<file path="config.mk">
export PLATFORM = sky130hd
export DESIGN_NAME = lane_segment_steering_decider
export DESIGN_NICKNAME = d
export VERILOG_FILES = /design/src/rtl/core/lssd_pkg.sv /design/src/rtl/core/lssd_div.sv /design/src/rtl/core/lssd_datapath.sv /design/src/rtl/core/lssd_ctrl.sv /design/src/rtl/core/lane_segment_steering_decider.sv
export SDC_FILE = /design/constraint.sdc
export NUM_CORES = 2
export LEC_CHECK = 0
export BUFFER_PORTS_ARGS = -buffer_cell sky130_fd_sc_hd__buf_4
export CAP_MARGIN = 40
export CORE_ASPECT_RATIO = 1.1
export CORE_MARGIN = 2
export CORE_UTILIZATION = 32
export CTS_CLUSTER_SIZE = 28
export DETAILED_ROUTE_END_ITERATION = 8
export RECOVER_POWER = 100
export SETUP_SLACK_MARGIN = 0.3
export SLEW_MARGIN = 20
export SYNTH_ARGS = -nofsm -noshare
export SYNTH_HDL_FRONTEND = slang
export SYNTH_HIERARCHICAL = 1
export SYNTH_SLANG_ARGS = --single-unit
export TNS_END_PERCENT = 20
</file>
<file path="constraint.sdc">
create_clock -name aclk -period 8.2 [get_ports aclk]
set_input_delay 1.64 -clock aclk [delete_from_list [all_inputs] [get_ports aclk]]
set_output_delay 1.64 -clock aclk [all_outputs]
set_load 0.01 [all_outputs]
</file>
<file path="src/rtl/core/lssd_pkg.sv">
`timescale 1ns / 1ps

package lssd_pkg;

    // stream payload widths
    localparam int IN_DATA_W  = 48;
    localparam int IN_USER_W  = 3;
    localparam int OUT_DATA_W = 32;

    // config port
    localparam int CFG_ADDR_W = 3;
    localparam int CFG_DATA_W = 26;

    localparam logic [CFG_ADDR_W-1:0] REG_FRAME_WIDTH  = 3'd0;
    localparam logic [CFG_ADDR_W-1:0] REG_MAX_SLOPE    = 3'd1;
    localparam logic [CFG_ADDR_W-1:0] REG_MIN_SLOPE    = 3'd2;
    localparam logic [CFG_ADDR_W-1:0] REG_DUTY_CMD_LOW = 3'd3;
    localparam logic [CFG_ADDR_W-1:0] REG_DUTY_CMD_MID = 3'd4;

    localparam logic [11:0] RST_FRAME_WIDTH  = 12'd320;
    localparam logic [25:0] RST_MAX_SLOPE    = 26'd262144;
    localparam logic [25:0] RST_MIN_SLOPE    = 26'd6554;
    localparam logic [11:0] RST_DUTY_CMD_LOW = 12'd1250;
    localparam logic [11:0] RST_DUTY_CMD_MID = 12'd1150;

    // slope / intercept formats
    localparam int SLOPE_W = 27;
    localparam int MAG_W   = 26;
    localparam int ICPT_W  = 40;

    localparam logic [MAG_W-1:0]          SLOPE_LIM = {MAG_W{1'b1}};
    localparam logic signed [ICPT_W-1:0]  ICPT_MAX  = {1'b0, {(ICPT_W-1){1'b1}}};
    localparam logic signed [ICPT_W-1:0]  ICPT_MIN  = {1'b1, {(ICPT_W-1){1'b0}}};

    localparam logic [3:0] MOTOR_DIVISOR = 4'd10;

    // x / 10 as (x * 52429) >> 19, exact for x below 87389 (all 16-bit x)
    localparam logic [31:0] MOTOR_RECIP       = 32'd52429;
    localparam int          MOTOR_RECIP_SHIFT = 19;

    // steering zones
    localparam logic [2:0] ZONE_HOLD         = 3'd0;
    localparam logic [2:0] ZONE_LEFT         = 3'd1;
    localparam logic [2:0] ZONE_LITTLE_LEFT  = 3'd2;
    localparam logic [2:0] ZONE_LEFT_CORR    = 3'd3;
    localparam logic [2:0] ZONE_RIGHT        = 3'd4;
    localparam logic [2:0] ZONE_LITTLE_RIGHT = 3'd5;
    localparam logic [2:0] ZONE_RIGHT_CORR   = 3'd6;
    localparam logic [2:0] ZONE_FORWARD      = 3'd7;

    localparam logic [11:0] SERVO_LEFT         = 12'd160;
    localparam logic [11:0] SERVO_LITTLE_LEFT  = 12'd200;
    localparam logic [11:0] SERVO_LEFT_CORR    = 12'd220;
    localparam logic [11:0] SERVO_FORWARD      = 12'd240;
    localparam logic [11:0] SERVO_RIGHT_CORR   = 12'd260;
    localparam logic [11:0] SERVO_LITTLE_RIGHT = 12'd280;
    localparam logic [11:0] SERVO_RIGHT        = 12'd320;

    // motor factors in tenths
    localparam logic [3:0] FACTOR_HARD = 4'd14;
    localparam logic [3:0] FACTOR_SOFT = 4'd13;
    localparam logic [3:0] FACTOR_CORR = 4'd11;
    localparam logic [3:0] FACTOR_ONE  = 4'd10;

    // zone border multipliers, sixteenths of frame width
    localparam logic [3:0] BORDER_POS_OUTER = 4'd15;
    localparam logic [3:0] BORDER_POS_HARD  = 4'd7;
    localparam logic [3:0] BORDER_POS_SOFT  = 4'd11;
    localparam logic [3:0] BORDER_NEG_OUTER = 4'd1;
    localparam logic [3:0] BORDER_NEG_HARD  = 4'd9;
    localparam logic [3:0] BORDER_NEG_SOFT  = 4'd5;

    typedef struct packed {
        logic       load_in;
        logic       div_seg;
        logic       mot_load;
        logic       slope_load;
        logic       mul_seg;
        logic       mul_tst;
        logic       seg_upd;
        logic       t_load;
        logic [3:0] k;
        logic [2:0] zone;
        logic       out_load;
    } lssd_cmd_t;

    typedef struct packed {
        logic has_seg;
        logic last;
        logic dx_zero;
        logic div_done;
        logic div_busy;
        logic in_range;
        logic s_pos;
        logic ix_lt;
        logic out_free;
    } lssd_sts_t;

    function automatic logic [11:0] servo_of_zone(input logic [2:0] zone);
        logic [11:0] v;
        unique case (zone)
            ZONE_LEFT:         v = SERVO_LEFT;
            ZONE_LITTLE_LEFT:  v = SERVO_LITTLE_LEFT;
            ZONE_LEFT_CORR:    v = SERVO_LEFT_CORR;
            ZONE_RIGHT:        v = SERVO_RIGHT;
            ZONE_LITTLE_RIGHT: v = SERVO_LITTLE_RIGHT;
            ZONE_RIGHT_CORR:   v = SERVO_RIGHT_CORR;
            ZONE_FORWARD:      v = SERVO_FORWARD;
            default:           v = '0;
        endcase
        return v;
    endfunction

    function automatic logic [3:0] factor_of_zone(input logic [2:0] zone);
        logic [3:0] v;
        unique case (zone)
            ZONE_LEFT, ZONE_RIGHT:               v = FACTOR_HARD;
            ZONE_LITTLE_LEFT, ZONE_LITTLE_RIGHT: v = FACTOR_SOFT;
            ZONE_LEFT_CORR, ZONE_RIGHT_CORR:     v = FACTOR_CORR;
            ZONE_FORWARD:                        v = FACTOR_SOFT;
            default:                             v = FACTOR_ONE;
        endcase
        return v;
    endfunction

endpackage

</file>
<file path="src/rtl/core/lssd_div.sv">
`timescale 1ns / 1ps

// radix-2 restoring divider, one quotient bit per cycle
module lssd_div #(
    parameter int NUM_W = 28,
    parameter int DEN_W = 12
) (
    input  logic             aclk,
    input  logic             aresetn,
    input  logic             start,
    input  logic [NUM_W-1:0] num,
    input  logic [DEN_W-1:0] den,
    output logic             busy,
    output logic             done,
    output logic [NUM_W-1:0] quot
);

    localparam int CNT_W = $clog2(NUM_W + 1);

    logic [CNT_W-1:0] cnt_reg, cnt_next;
    logic             done_reg, done_next;
    logic [NUM_W-1:0] num_reg, num_next;
    logic [DEN_W-1:0] rem_reg, rem_next;
    logic [DEN_W-1:0] den_reg, den_next;
    logic [DEN_W:0]   rem_sh;
    logic [DEN_W:0]   rem_diff;

    assign rem_sh   = {rem_reg, num_reg[NUM_W-1]};
    assign rem_diff = rem_sh - {1'b0, den_reg};

    always_comb begin
        cnt_next  = cnt_reg;
        num_next  = num_reg;
        rem_next  = rem_reg;
        den_next  = den_reg;
        done_next = 1'b0;
        if (start) begin
            cnt_next = CNT_W'(NUM_W);
            num_next = num;
            rem_next = '0;
            den_next = den;
        end else if (cnt_reg != '0) begin
            cnt_next = cnt_reg - 1'b1;
            if (!rem_diff[DEN_W]) begin
                rem_next = rem_diff[DEN_W-1:0];
                num_next = {num_reg[NUM_W-2:0], 1'b1};
            end else begin
                rem_next = rem_sh[DEN_W-1:0];
                num_next = {num_reg[NUM_W-2:0], 1'b0};
            end
            done_next = (cnt_reg == CNT_W'(1));
        end
    end

    always_ff @(posedge aclk) begin
        if (!aresetn) begin
            cnt_reg  <= '0;
            done_reg <= 1'b0;
        end else begin
            cnt_reg  <= cnt_next;
            done_reg <= done_next;
        end
        num_reg <= num_next;
        rem_reg <= rem_next;
        den_reg <= den_next;
    end

    assign busy = (cnt_reg != '0);
    assign done = done_reg;
    assign quot = num_reg;

endmodule

</file>
<file path="src/rtl/core/lssd_datapath.sv">
`timescale 1ns / 1ps

module lssd_datapath
    import lssd_pkg::*;
#(
    parameter int COORD_BITS      = 12,
    parameter int SLOPE_FRAC_BITS = 16
) (
    input  logic                  aclk,
    input  logic                  aresetn,
    input  logic [IN_DATA_W-1:0]  s_tdata,
    input  logic [IN_USER_W-1:0]  s_tuser,
    input  logic                  s_tlast,
    input  logic                  cfg_wr_en,
    input  logic [CFG_ADDR_W-1:0] cfg_addr,
    input  logic [CFG_DATA_W-1:0] cfg_wdata,
    input  lssd_cmd_t             cmd,
    output lssd_sts_t             sts,
    output logic [OUT_DATA_W-1:0] m_tdata,
    output logic                  m_tvalid,
    input  logic                  m_tready
);

    localparam int NUM_W = COORD_BITS + SLOPE_FRAC_BITS;
    localparam int DEN_W = COORD_BITS;
    localparam int MB_W  = (COORD_BITS > 12) ? COORD_BITS : 12;
    localparam int PW    = SLOPE_W + MB_W + 1;
    localparam int BW    = ((NUM_W > PW) ? NUM_W : PW) + 2;
    localparam int CW    = (PW > ICPT_W + 1) ? PW : ICPT_W + 1;
    localparam int QW    = (NUM_W > MAG_W) ? NUM_W : MAG_W;

    // config
    logic [11:0] frame_width_reg;
    logic [25:0] max_slope_reg;
    logic [25:0] min_slope_reg;
    logic [11:0] duty_low_reg;
    logic [11:0] duty_mid_reg;

    always_ff @(posedge aclk) begin
        if (!aresetn) begin
            frame_width_reg <= RST_FRAME_WIDTH;
            max_slope_reg   <= RST_MAX_SLOPE;
            min_slope_reg   <= RST_MIN_SLOPE;
            duty_low_reg    <= RST_DUTY_CMD_LOW;
            duty_mid_reg    <= RST_DUTY_CMD_MID;
        end else if (cfg_wr_en) begin
            unique case (cfg_addr)
                REG_FRAME_WIDTH:  frame_width_reg <= cfg_wdata[11:0];
                REG_MAX_SLOPE:    max_slope_reg   <= cfg_wdata;
                REG_MIN_SLOPE:    min_slope_reg   <= cfg_wdata;
                REG_DUTY_CMD_LOW: duty_low_reg    <= cfg_wdata[11:0];
                REG_DUTY_CMD_MID: duty_mid_reg    <= cfg_wdata[11:0];
                default: ;
            endcase
        end
    end

    // request capture
    logic [COORD_BITS-1:0] x1_in, y1_in, x2_in, y2_in;
    logic signed [COORD_BITS:0] dx_in, dy_in, dx_abs, dy_abs;

    assign x1_in  = COORD_BITS'(s_tdata[11:0]);
    assign y1_in  = COORD_BITS'(s_tdata[23:12]);
    assign x2_in  = COORD_BITS'(s_tdata[35:24]);
    assign y2_in  = COORD_BITS'(s_tdata[47:36]);
    assign dx_in  = signed'({1'b0, x2_in}) - signed'({1'b0, x1_in});
    assign dy_in  = signed'({1'b0, y2_in}) - signed'({1'b0, y1_in});
    assign dx_abs = dx_in[COORD_BITS] ? -dx_in : dx_in;
    assign dy_abs = dy_in[COORD_BITS] ? -dy_in : dy_in;

    logic [COORD_BITS-1:0] x1_reg, y1_reg, dx_mag_reg, dy_mag_reg;
    logic                  dx_neg_reg, dy_neg_reg, dx_zero_reg;
    logic                  has_seg_reg, last_reg;
    logic [11:0]           base_reg;

    always_ff @(posedge aclk) begin
        if (!aresetn) begin
            has_seg_reg <= 1'b0;
            last_reg    <= 1'b0;
        end else if (cmd.load_in) begin
            has_seg_reg <= s_tuser[0];
            last_reg    <= s_tlast;
        end
        if (cmd.load_in) begin
            x1_reg      <= x1_in;
            y1_reg      <= y1_in;
            dx_mag_reg  <= dx_abs[COORD_BITS-1:0];
            dy_mag_reg  <= dy_abs[COORD_BITS-1:0];
            dx_neg_reg  <= dx_in[COORD_BITS];
            dy_neg_reg  <= dy_in[COORD_BITS];
            dx_zero_reg <= (dx_in == '0);
            base_reg    <= s_tuser[1] ? 12'd0 : (s_tuser[2] ? duty_mid_reg : duty_low_reg);
        end
    end

    // slope divider: |dy| * 2^F / |dx|
    logic [NUM_W-1:0] div_num;
    logic [DEN_W-1:0] div_den;
    logic             div_busy, div_done;
    logic [NUM_W-1:0] div_quot;

    assign div_num = {dy_mag_reg, {SLOPE_FRAC_BITS{1'b0}}};
    assign div_den = dx_mag_reg;

    lssd_div #(
        .NUM_W (NUM_W),
        .DEN_W (DEN_W)
    ) u_div (
        .aclk    (aclk),
        .aresetn (aresetn),
        .start   (cmd.div_seg),
        .num     (div_num),
        .den     (div_den),
        .busy    (div_busy),
        .done    (div_done),
        .quot    (div_quot)
    );

    // motor duty: base * factor, then / 10 by reciprocal multiply at output load
    logic [15:0] mot_num;
    logic [15:0] mot_prod_reg;

    assign mot_num = 16'(base_reg) * 16'(factor_of_zone(cmd.zone));

    always_ff @(posedge aclk) begin
        if (cmd.mot_load) begin
            mot_prod_reg <= mot_num;
        end
    end

    // slope from quotient, saturated
    logic [QW-1:0]            q_ext;
    logic [MAG_W-1:0]         q_sat;
    logic signed [SLOPE_W-1:0] q_signed, s_new;
    logic signed [SLOPE_W-1:0] s_reg;

    assign q_ext    = QW'(div_quot);
    assign q_sat    = (q_ext > QW'(SLOPE_LIM)) ? SLOPE_LIM : q_ext[MAG_W-1:0];
    assign q_signed = signed'({1'b0, q_sat});

    always_comb begin
        if (dx_zero_reg) begin
            s_new = dy_neg_reg ? -signed'({1'b0, SLOPE_LIM}) : signed'({1'b0, SLOPE_LIM});
        end else begin
            s_new = (dx_neg_reg ^ dy_neg_reg) ? -q_signed : q_signed;
        end
    end

    always_ff @(posedge aclk) begin
        if (cmd.slope_load) begin
            s_reg <= s_new;
        end
    end

    // shared multiplier: slope * x1 or slope * border
    logic signed [SLOPE_W-1:0] best_slope_reg;
    logic signed [ICPT_W-1:0]  best_icpt_reg;
    logic [11:0]               t_reg;
    logic signed [SLOPE_W-1:0] mul_a;
    logic [MB_W-1:0]           mul_b;
    logic signed [PW-1:0]      mul_p, prod_reg;

    assign mul_a = cmd.mul_tst ? best_slope_reg : s_reg;
    assign mul_b = cmd.mul_tst ? MB_W'(t_reg) : MB_W'(x1_reg);
    assign mul_p = PW'(mul_a) * PW'(signed'({1'b0, mul_b}));

    always_ff @(posedge aclk) begin
        if (cmd.mul_seg || cmd.mul_tst) begin
            prod_reg <= mul_p;
        end
        if (cmd.t_load) begin
            t_reg <= 12'((16'(frame_width_reg) * 16'(cmd.k)) >> 4);
        end
    end

    // intercept and running minimum
    logic signed [BW-1:0]     ysh, bdiff;
    logic signed [ICPT_W-1:0] b_sat;
    logic [SLOPE_W-1:0]       s_abs, best_abs;
    logic [MAG_W-1:0]         s_mag, best_mag;

    assign ysh   = signed'(BW'({y1_reg, {SLOPE_FRAC_BITS{1'b0}}}));
    assign bdiff = ysh - BW'(prod_reg);

    always_comb begin
        if (bdiff > BW'(ICPT_MAX)) begin
            b_sat = ICPT_MAX;
        end else if (bdiff < BW'(ICPT_MIN)) begin
            b_sat = ICPT_MIN;
        end else begin
            b_sat = bdiff[ICPT_W-1:0];
        end
    end

    assign s_abs    = s_reg[SLOPE_W-1] ? -s_reg : s_reg;
    assign s_mag    = s_abs[MAG_W-1:0];
    assign best_abs = best_slope_reg[SLOPE_W-1] ? -best_slope_reg : best_slope_reg;
    assign best_mag = best_abs[MAG_W-1:0];

    logic        frame_first_reg;
    logic [11:0] held_servo_reg;

    always_ff @(posedge aclk) begin
        if (!aresetn) begin
            best_slope_reg  <= '0;
            best_icpt_reg   <= '0;
            frame_first_reg <= 1'b1;
            held_servo_reg  <= '0;
        end else begin
            if (cmd.seg_upd) begin
                if (frame_first_reg || (s_mag < best_mag)) begin
                    best_slope_reg <= s_reg;
                    best_icpt_reg  <= b_sat;
                end
                frame_first_reg <= 1'b0;
            end
            if (cmd.out_load) begin
                frame_first_reg <= 1'b1;
                if (cmd.zone != ZONE_HOLD) begin
                    held_servo_reg <= servo_of_zone(cmd.zone);
                end
            end
        end
    end

    // x intercept test: -b < t*s covers both slope signs
    logic signed [CW-1:0] neg_b, prod_c;

    assign neg_b = -CW'(best_icpt_reg);
    assign prod_c = CW'(prod_reg);

    // output register
    logic        out_valid_reg;
    logic [11:0] servo_reg;
    logic [12:0] motor_reg;
    logic [2:0]  zone_reg;

    always_ff @(posedge aclk) begin
        if (!aresetn) begin
            out_valid_reg <= 1'b0;
        end else if (cmd.out_load) begin
            out_valid_reg <= 1'b1;
        end else if (m_tready) begin
            out_valid_reg <= 1'b0;
        end
        if (cmd.out_load) begin
            zone_reg <= cmd.zone;
            if (cmd.zone == ZONE_HOLD) begin
                servo_reg <= held_servo_reg;
                motor_reg <= 13'(base_reg);
            end else begin
                servo_reg <= servo_of_zone(cmd.zone);
                motor_reg <= 13'((32'(mot_prod_reg) * MOTOR_RECIP) >> MOTOR_RECIP_SHIFT);
            end
        end
    end

    assign m_tvalid = out_valid_reg;
    assign m_tdata  = {4'b0, zone_reg, motor_reg, servo_reg};

    assign sts.has_seg  = has_seg_reg;
    assign sts.last     = last_reg;
    assign sts.dx_zero  = dx_zero_reg;
    assign sts.div_done = div_done;
    assign sts.div_busy = div_busy;
    assign sts.in_range = (best_mag < max_slope_reg) && (best_mag > min_slope_reg);
    assign sts.s_pos    = !best_slope_reg[SLOPE_W-1];
    assign sts.ix_lt    = (neg_b < prod_c);
    assign sts.out_free = !out_valid_reg || m_tready;

    a_out_load_free: assert property (@(posedge aclk) disable iff (!aresetn)
        cmd.out_load |-> (!out_valid_reg || m_tready))
        else $error("result loaded over a pending result");

endmodule

</file>
<file path="src/rtl/core/lssd_ctrl.sv">
`timescale 1ns / 1ps

module lssd_ctrl
    import lssd_pkg::*;
(
    input  logic      aclk,
    input  logic      aresetn,
    input  logic      s_tvalid,
    output logic      s_tready,
    input  lssd_sts_t sts,
    output lssd_cmd_t cmd
);

    localparam logic [3:0] ST_IDLE    = 4'd0;
    localparam logic [3:0] ST_DISP    = 4'd1;
    localparam logic [3:0] ST_SEG_DIV = 4'd2;
    localparam logic [3:0] ST_SLOPE   = 4'd3;
    localparam logic [3:0] ST_SEG_MUL = 4'd4;
    localparam logic [3:0] ST_SEG_UPD = 4'd5;
    localparam logic [3:0] ST_DEC     = 4'd6;
    localparam logic [3:0] ST_TST_T   = 4'd7;
    localparam logic [3:0] ST_TST_P   = 4'd8;
    localparam logic [3:0] ST_TST_C   = 4'd9;
    localparam logic [3:0] ST_MOT     = 4'd10;
    localparam logic [3:0] ST_OUT     = 4'd11;

    localparam logic [1:0] TST_OUTER = 2'd0;
    localparam logic [1:0] TST_HARD  = 2'd1;
    localparam logic [1:0] TST_SOFT  = 2'd2;

    logic [3:0] state_reg, state_next;
    logic [1:0] idx_reg, idx_next;
    logic [2:0] zone_reg, zone_next;
    logic [3:0] k_sel;

    always_comb begin
        unique case (idx_reg)
            TST_OUTER: k_sel = sts.s_pos ? BORDER_POS_OUTER : BORDER_NEG_OUTER;
            TST_HARD:  k_sel = sts.s_pos ? BORDER_POS_HARD  : BORDER_NEG_HARD;
            default:   k_sel = sts.s_pos ? BORDER_POS_SOFT  : BORDER_NEG_SOFT;
        endcase
    end

    always_comb begin
        state_next = state_reg;
        idx_next   = idx_reg;
        zone_next  = zone_reg;
        cmd        = '0;
        cmd.zone   = zone_reg;
        cmd.k      = k_sel;
        s_tready   = 1'b0;
        unique case (state_reg)
            ST_IDLE: begin
                s_tready = 1'b1;
                if (s_tvalid) begin
                    cmd.load_in = 1'b1;
                    state_next  = ST_DISP;
                end
            end
            ST_DISP: begin
                if (sts.has_seg) begin
                    if (sts.dx_zero) begin
                        state_next = ST_SLOPE;
                    end else begin
                        cmd.div_seg = 1'b1;
                        state_next  = ST_SEG_DIV;
                    end
                end else if (sts.last) begin
                    state_next = ST_DEC;
                end else begin
                    state_next = ST_IDLE;
                end
            end
            ST_SEG_DIV: begin
                if (sts.div_done) begin
                    state_next = ST_SLOPE;
                end
            end
            ST_SLOPE: begin
                cmd.slope_load = 1'b1;
                state_next     = ST_SEG_MUL;
            end
            ST_SEG_MUL: begin
                cmd.mul_seg = 1'b1;
                state_next  = ST_SEG_UPD;
            end
            ST_SEG_UPD: begin
                cmd.seg_upd = 1'b1;
                state_next  = sts.last ? ST_DEC : ST_IDLE;
            end
            ST_DEC: begin
                idx_next = TST_OUTER;
                if (sts.in_range) begin
                    state_next = ST_TST_T;
                end else begin
                    zone_next  = ZONE_HOLD;
                    state_next = ST_OUT;
                end
            end
            ST_TST_T: begin
                cmd.t_load = 1'b1;
                state_next = ST_TST_P;
            end
            ST_TST_P: begin
                cmd.mul_tst = 1'b1;
                state_next  = ST_TST_C;
            end
            ST_TST_C: begin
                unique case (idx_reg)
                    TST_OUTER: begin
                        if (sts.ix_lt) begin
                            idx_next   = TST_HARD;
                            state_next = ST_TST_T;
                        end else begin
                            zone_next  = ZONE_FORWARD;
                            state_next = ST_MOT;
                        end
                    end
                    TST_HARD: begin
                        if (sts.ix_lt) begin
                            zone_next  = sts.s_pos ? ZONE_LEFT : ZONE_RIGHT;
                            state_next = ST_MOT;
                        end else begin
                            idx_next   = TST_SOFT;
                            state_next = ST_TST_T;
                        end
                    end
                    default: begin
                        if (sts.ix_lt) begin
                            zone_next = sts.s_pos ? ZONE_LITTLE_LEFT : ZONE_LITTLE_RIGHT;
                        end else begin
                            zone_next = sts.s_pos ? ZONE_LEFT_CORR : ZONE_RIGHT_CORR;
                        end
                        state_next = ST_MOT;
                    end
                endcase
            end
            ST_MOT: begin
                cmd.mot_load = 1'b1;
                state_next   = ST_OUT;
            end
            ST_OUT: begin
                if (sts.out_free) begin
                    cmd.out_load = 1'b1;
                    state_next   = ST_IDLE;
                end
            end
            default: begin
                state_next = ST_IDLE;
            end
        endcase
    end

    always_ff @(posedge aclk) begin
        if (!aresetn) begin
            state_reg <= ST_IDLE;
            idx_reg   <= TST_OUTER;
            zone_reg  <= ZONE_HOLD;
        end else begin
            state_reg <= state_next;
            idx_reg   <= idx_next;
            zone_reg  <= zone_next;
        end
    end

    a_done_when_waiting: assert property (@(posedge aclk) disable iff (!aresetn)
        sts.div_done |-> (state_reg == ST_SEG_DIV))
        else $error("divider finished outside a wait state");

    a_cmp_after_mul: assert property (@(posedge aclk) disable iff (!aresetn)
        (state_reg == ST_TST_C) |-> ($past(state_reg) == ST_TST_P))
        else $error("border compare without fresh product");

    a_ready_div_idle: assert property (@(posedge aclk) disable iff (!aresetn)
        s_tready |-> !sts.div_busy)
        else $error("request taken while divider busy");

endmodule

</file>
<file path="src/rtl/core/lane_segment_steering_decider.sv">
// Sequence: a segment request passes the divider, slope load, intercept multiply and
//   minimum update before the next accept; a vertical one skips the divider.
// Throughput: one request at a time, set by the radix-2 slope divider (one bit per cycle);
//   a result not yet taken stalls only the next frame end.
// Reset: aresetn synchronous active low; config to defaults, best slope/intercept and
//   held servo zero, next segment starts a frame, no result pending.
`timescale 1ns / 1ps

module lane_segment_steering_decider
    import lssd_pkg::*;
#(
    parameter int COORD_BITS      = 12,
    parameter int SLOPE_FRAC_BITS = 16
) (
    input  logic                  aclk,
    input  logic                  aresetn,
    // segment requests
    input  logic                  s_tvalid,
    output logic                  s_tready,
    input  logic [IN_DATA_W-1:0]  s_tdata,   // start_x, start_y, end_x, end_y
    input  logic [IN_USER_W-1:0]  s_tuser,   // has_segment, command_bit_a, command_bit_b
    input  logic                  s_tlast,   // frame_last
    // steering results
    output logic                  m_tvalid,
    input  logic                  m_tready,
    output logic [OUT_DATA_W-1:0] m_tdata,   // servo_pulse, motor_duty, steer_zone, pad
    // register writes
    input  logic                  cfg_wr_en,
    input  logic [CFG_ADDR_W-1:0] cfg_addr,
    input  logic [CFG_DATA_W-1:0] cfg_wdata
);

    lssd_cmd_t cmd;
    lssd_sts_t sts;

    // Sequencer: take request, divide for slope, multiply for intercept, update the
    // running minimum; on frame end hold the servo if out of range, else test borders
    // with the shared multiplier and scale the motor duty by a reciprocal multiply.
    lssd_ctrl u_ctrl (
        .aclk     (aclk),
        .aresetn  (aresetn),
        .s_tvalid (s_tvalid),
        .s_tready (s_tready),
        .sts      (sts),
        .cmd      (cmd)
    );

    // Arithmetic, stored state, config registers and the output register.
    // The output register lets a new request start while a result waits.
    lssd_datapath #(
        .COORD_BITS      (COORD_BITS),
        .SLOPE_FRAC_BITS (SLOPE_FRAC_BITS)
    ) u_dp (
        .aclk      (aclk),
        .aresetn   (aresetn),
        .s_tdata   (s_tdata),
        .s_tuser   (s_tuser),
        .s_tlast   (s_tlast),
        .cfg_wr_en (cfg_wr_en),
        .cfg_addr  (cfg_addr),
        .cfg_wdata (cfg_wdata),
        .cmd       (cmd),
        .sts       (sts),
        .m_tdata   (m_tdata),
        .m_tvalid  (m_tvalid),
        .m_tready  (m_tready)
    );

endmodule

</file>
==> results by group <==
Layout
  – Multi-input gate area: 29040 sq um
  – Commonest non-fill, non-tap cell in the layout: inv_1
  – Commonest non-fill, non-tap cells in the layout: inv_1 (790), nand2_1 (526), ha_1 (435), fa_1 (411), nor2_1 (334)
  – Share of cells above drive strength 1: 0.06328
  – NumNets Final: 5772
  – Layout fillers: 13740
  – Final std cells w/o fill: 6672
  – Area growth from synthesis to layout: 10.20%
  – Sequential Area: 10500 sq um

STA
  – Relative slew slack: -2.840
  – FMAX: 131.6 MHz
  – # setup viols final: 0
  – Slew Limit Fails: 436
  – RSZ-0062 raised after global routing: no
  – Minimum clock period: 7.600 ns
  – Final Hold Fails: 0
  – Worst Max-Slew Pin Slew: 5.759 ns
  – Fin Clk Skew: 0.03630 ns
  – Fin Setup TNS: 0 ns
  – Fin crit share: 0.9268

Die
  – Die area: 137800 sq um
  – Die width: 354.2 um
  – Core area: 134100 sq um
  – Initial core utilization: 0.3219
  – Die height: 389.2 um
  – FP Rows: 141
  – I/O pin total: 120

Clock network
  – Clk sinks: 414
  – Worst skew pair latency: 0.67 ns
  – CTS Hold Buffers Added: 0
  – Worst-path clk slew: 0.06 ns
  – Post-CTS Repair Setup Buffers: 0
  – CTS tree: built
  – CTS Root Cell: clkbuf_16
  – Clock Tree Buf Depth: 3
  – H-tree Lvls: 2
  – Resize count post-CTS: 0
  – CTS Buf Count: 52

Detailed routing
  – Avg Vias per Cell: 4.950
  – Routed Antenna Nets: 0
  – Drt first pass iters: 5
  – Iter 0 DRT Violations: 2087
  – DRC Markers: 0
  – WL/cell: 17.20 um
  – Detailed-route via count: 33020
  – WL final: 114800 um

Power and ir drop
  – PD cells: 296.4 nW/um^2
  – Leakage power: 21.24 nW
  – Max rail drop VDD: 0.0003995 V
  – Total power: 14.10 mW

Synth
  – Synth Instances: 4766
  – Post-Syn Area: 43160 sq um
  – Yosys Warn Count: 6
  – Mapped Avg Cell Area: 9.056 sq um

Setup path
  – CP Buf/Inv Count: 6
  – CP required: 8.58 ns
  – Worst setup EP type: flop
  – Setup CP Type: flop to flop
  – Worst Path Arrival: 7.98 ns
  – Critical Path Max Stage Delay: 0.53 ns
  – Crit-path most repeated cell: fa_1
  – CP cell instances: nor4_4, clkbuf_16, mux2i_1, buf_4, nor2_1, fa_1, inv_1, fa_1, inv_1, fa_1, fa_1, inv_1, fa_1, inv_1, ha_1, nand4_1, a21o_1, a211oi_2, o21ai_0, a31oi_1, a21oi_1, o31a_1, o31ai_1, xor2_1
  – Maximum fanout along the worst path: 36
  – CP startpoint kind: flop
  – Kind of cell adding the most delay to the critical path: adder cells
  – Crit-path slowest cell: fa_1

Global routing
  – First-pass GRT wire length: 184100 um
  – Largest net degree at the start of global routing: 172
  – GRT Residual Overflow: 0
  – Antenna violations before repair: 14
  – Vias in the first global route: 33460
  – Total track usage: 0.1676

Placed design
  – PortBufs: 110
  – Cell count after placement: 6568
  – RD Place Congestion: 0.8891
  – Dpl hpwl: 91870 um

Outcome
  – Violated checks: max-capacitance violations, max-slew violations
  – Status: finished, violations left

Job
  – Max-cap violations: 8

Min path
  – Hold WC Path Type: flop to flop
worst paths after layout:
check / start / to / slack [ns] / cells past startpoint
min: u_dp/div_den[2]$_DFFE_PP_ / u_dp/u_div/den_reg[2]$_DFFE_PP_ / 0.42 / 0
min reg2reg: u_dp/div_den[2]$_DFFE_PP_ / u_dp/u_div/den_reg[2]$_DFFE_PP_ / 0.42 / 0
max reg2reg: u_ctrl/state_reg[2]$_SDFFE_PN0P_ / u_dp/prod_reg[38]$_DFFE_PP_ / 0.60 / 24
max: u_ctrl/state_reg[2]$_SDFFE_PN0P_ / u_dp/prod_reg[38]$_DFFE_PP_ / 0.60 / 24
cell type report:
type / count / share of cell area
antenna: 2 / 0.0001052
clock buffer: 76 / 0.03138
clock inverter: 21 / 0.004893
inverter: 792 / 0.06250
multi-input combinational: 3407 / 0.6105
sequential: 414 / 0.2208
tap: 1787 / 0.04701
timing repair buffer: 173 / 0.02286
worst reg2reg max path, cell delays in order (launching register included):
cell	delay (ns)
dfxtp_1	0.33
nor4_4	0.49
clkbuf_16	0.37
mux2i_1	0.46
buf_4	0.28
nor2_1	0.09
fa_1	0.50
inv_1	0.06
fa_1	0.53
inv_1	0.05
fa_1	0.47
fa_1	0.53
inv_1	0.07
fa_1	0.53
inv_1	0.04
ha_1	0.34
nand4_1	0.21
a21o_1	0.23
a211oi_2	0.35
o21ai_0	0.23
a31oi_1	0.29
a21oi_1	0.17
o31a_1	0.28
o31ai_1	0.31
xor2_1	0.11
power breakdown:
group | switching [mW] | internal, mW | leakage (nW)
clock network | 0.997 | 1.34 | 0.847
logic | 4.96 | 3.67 | 16.8
registers | 0.232 | 2.90 | 3.63
per-layer routing:
metal | global-route usage | wire [um]
met2 | 0.2888 | 55580
met5 | 0 | 34
met4 | 0.05894 | 3964
met3 | 0.02047 | 5425
met1 | 0.2155 | 49780
metrics by stage:
stage	util	hold slack, ns	worst slack [ns]	cell area (sq um)
2_1_floorplan	-	0.4003	0.6222	43250
3_3_place_gp	0.3428	0.4064	0.6050	45960
3_5_place_dp	0.3438	0.4062	0.5371	46100
4_1_cts	0.3567	0.4159	0.4592	47830
5_1_grt	0.3547	0.4196	0.1988	47560
6_report	0.3547	0.4199	0.6003	47560
Power figures use the tool's default switching activity.
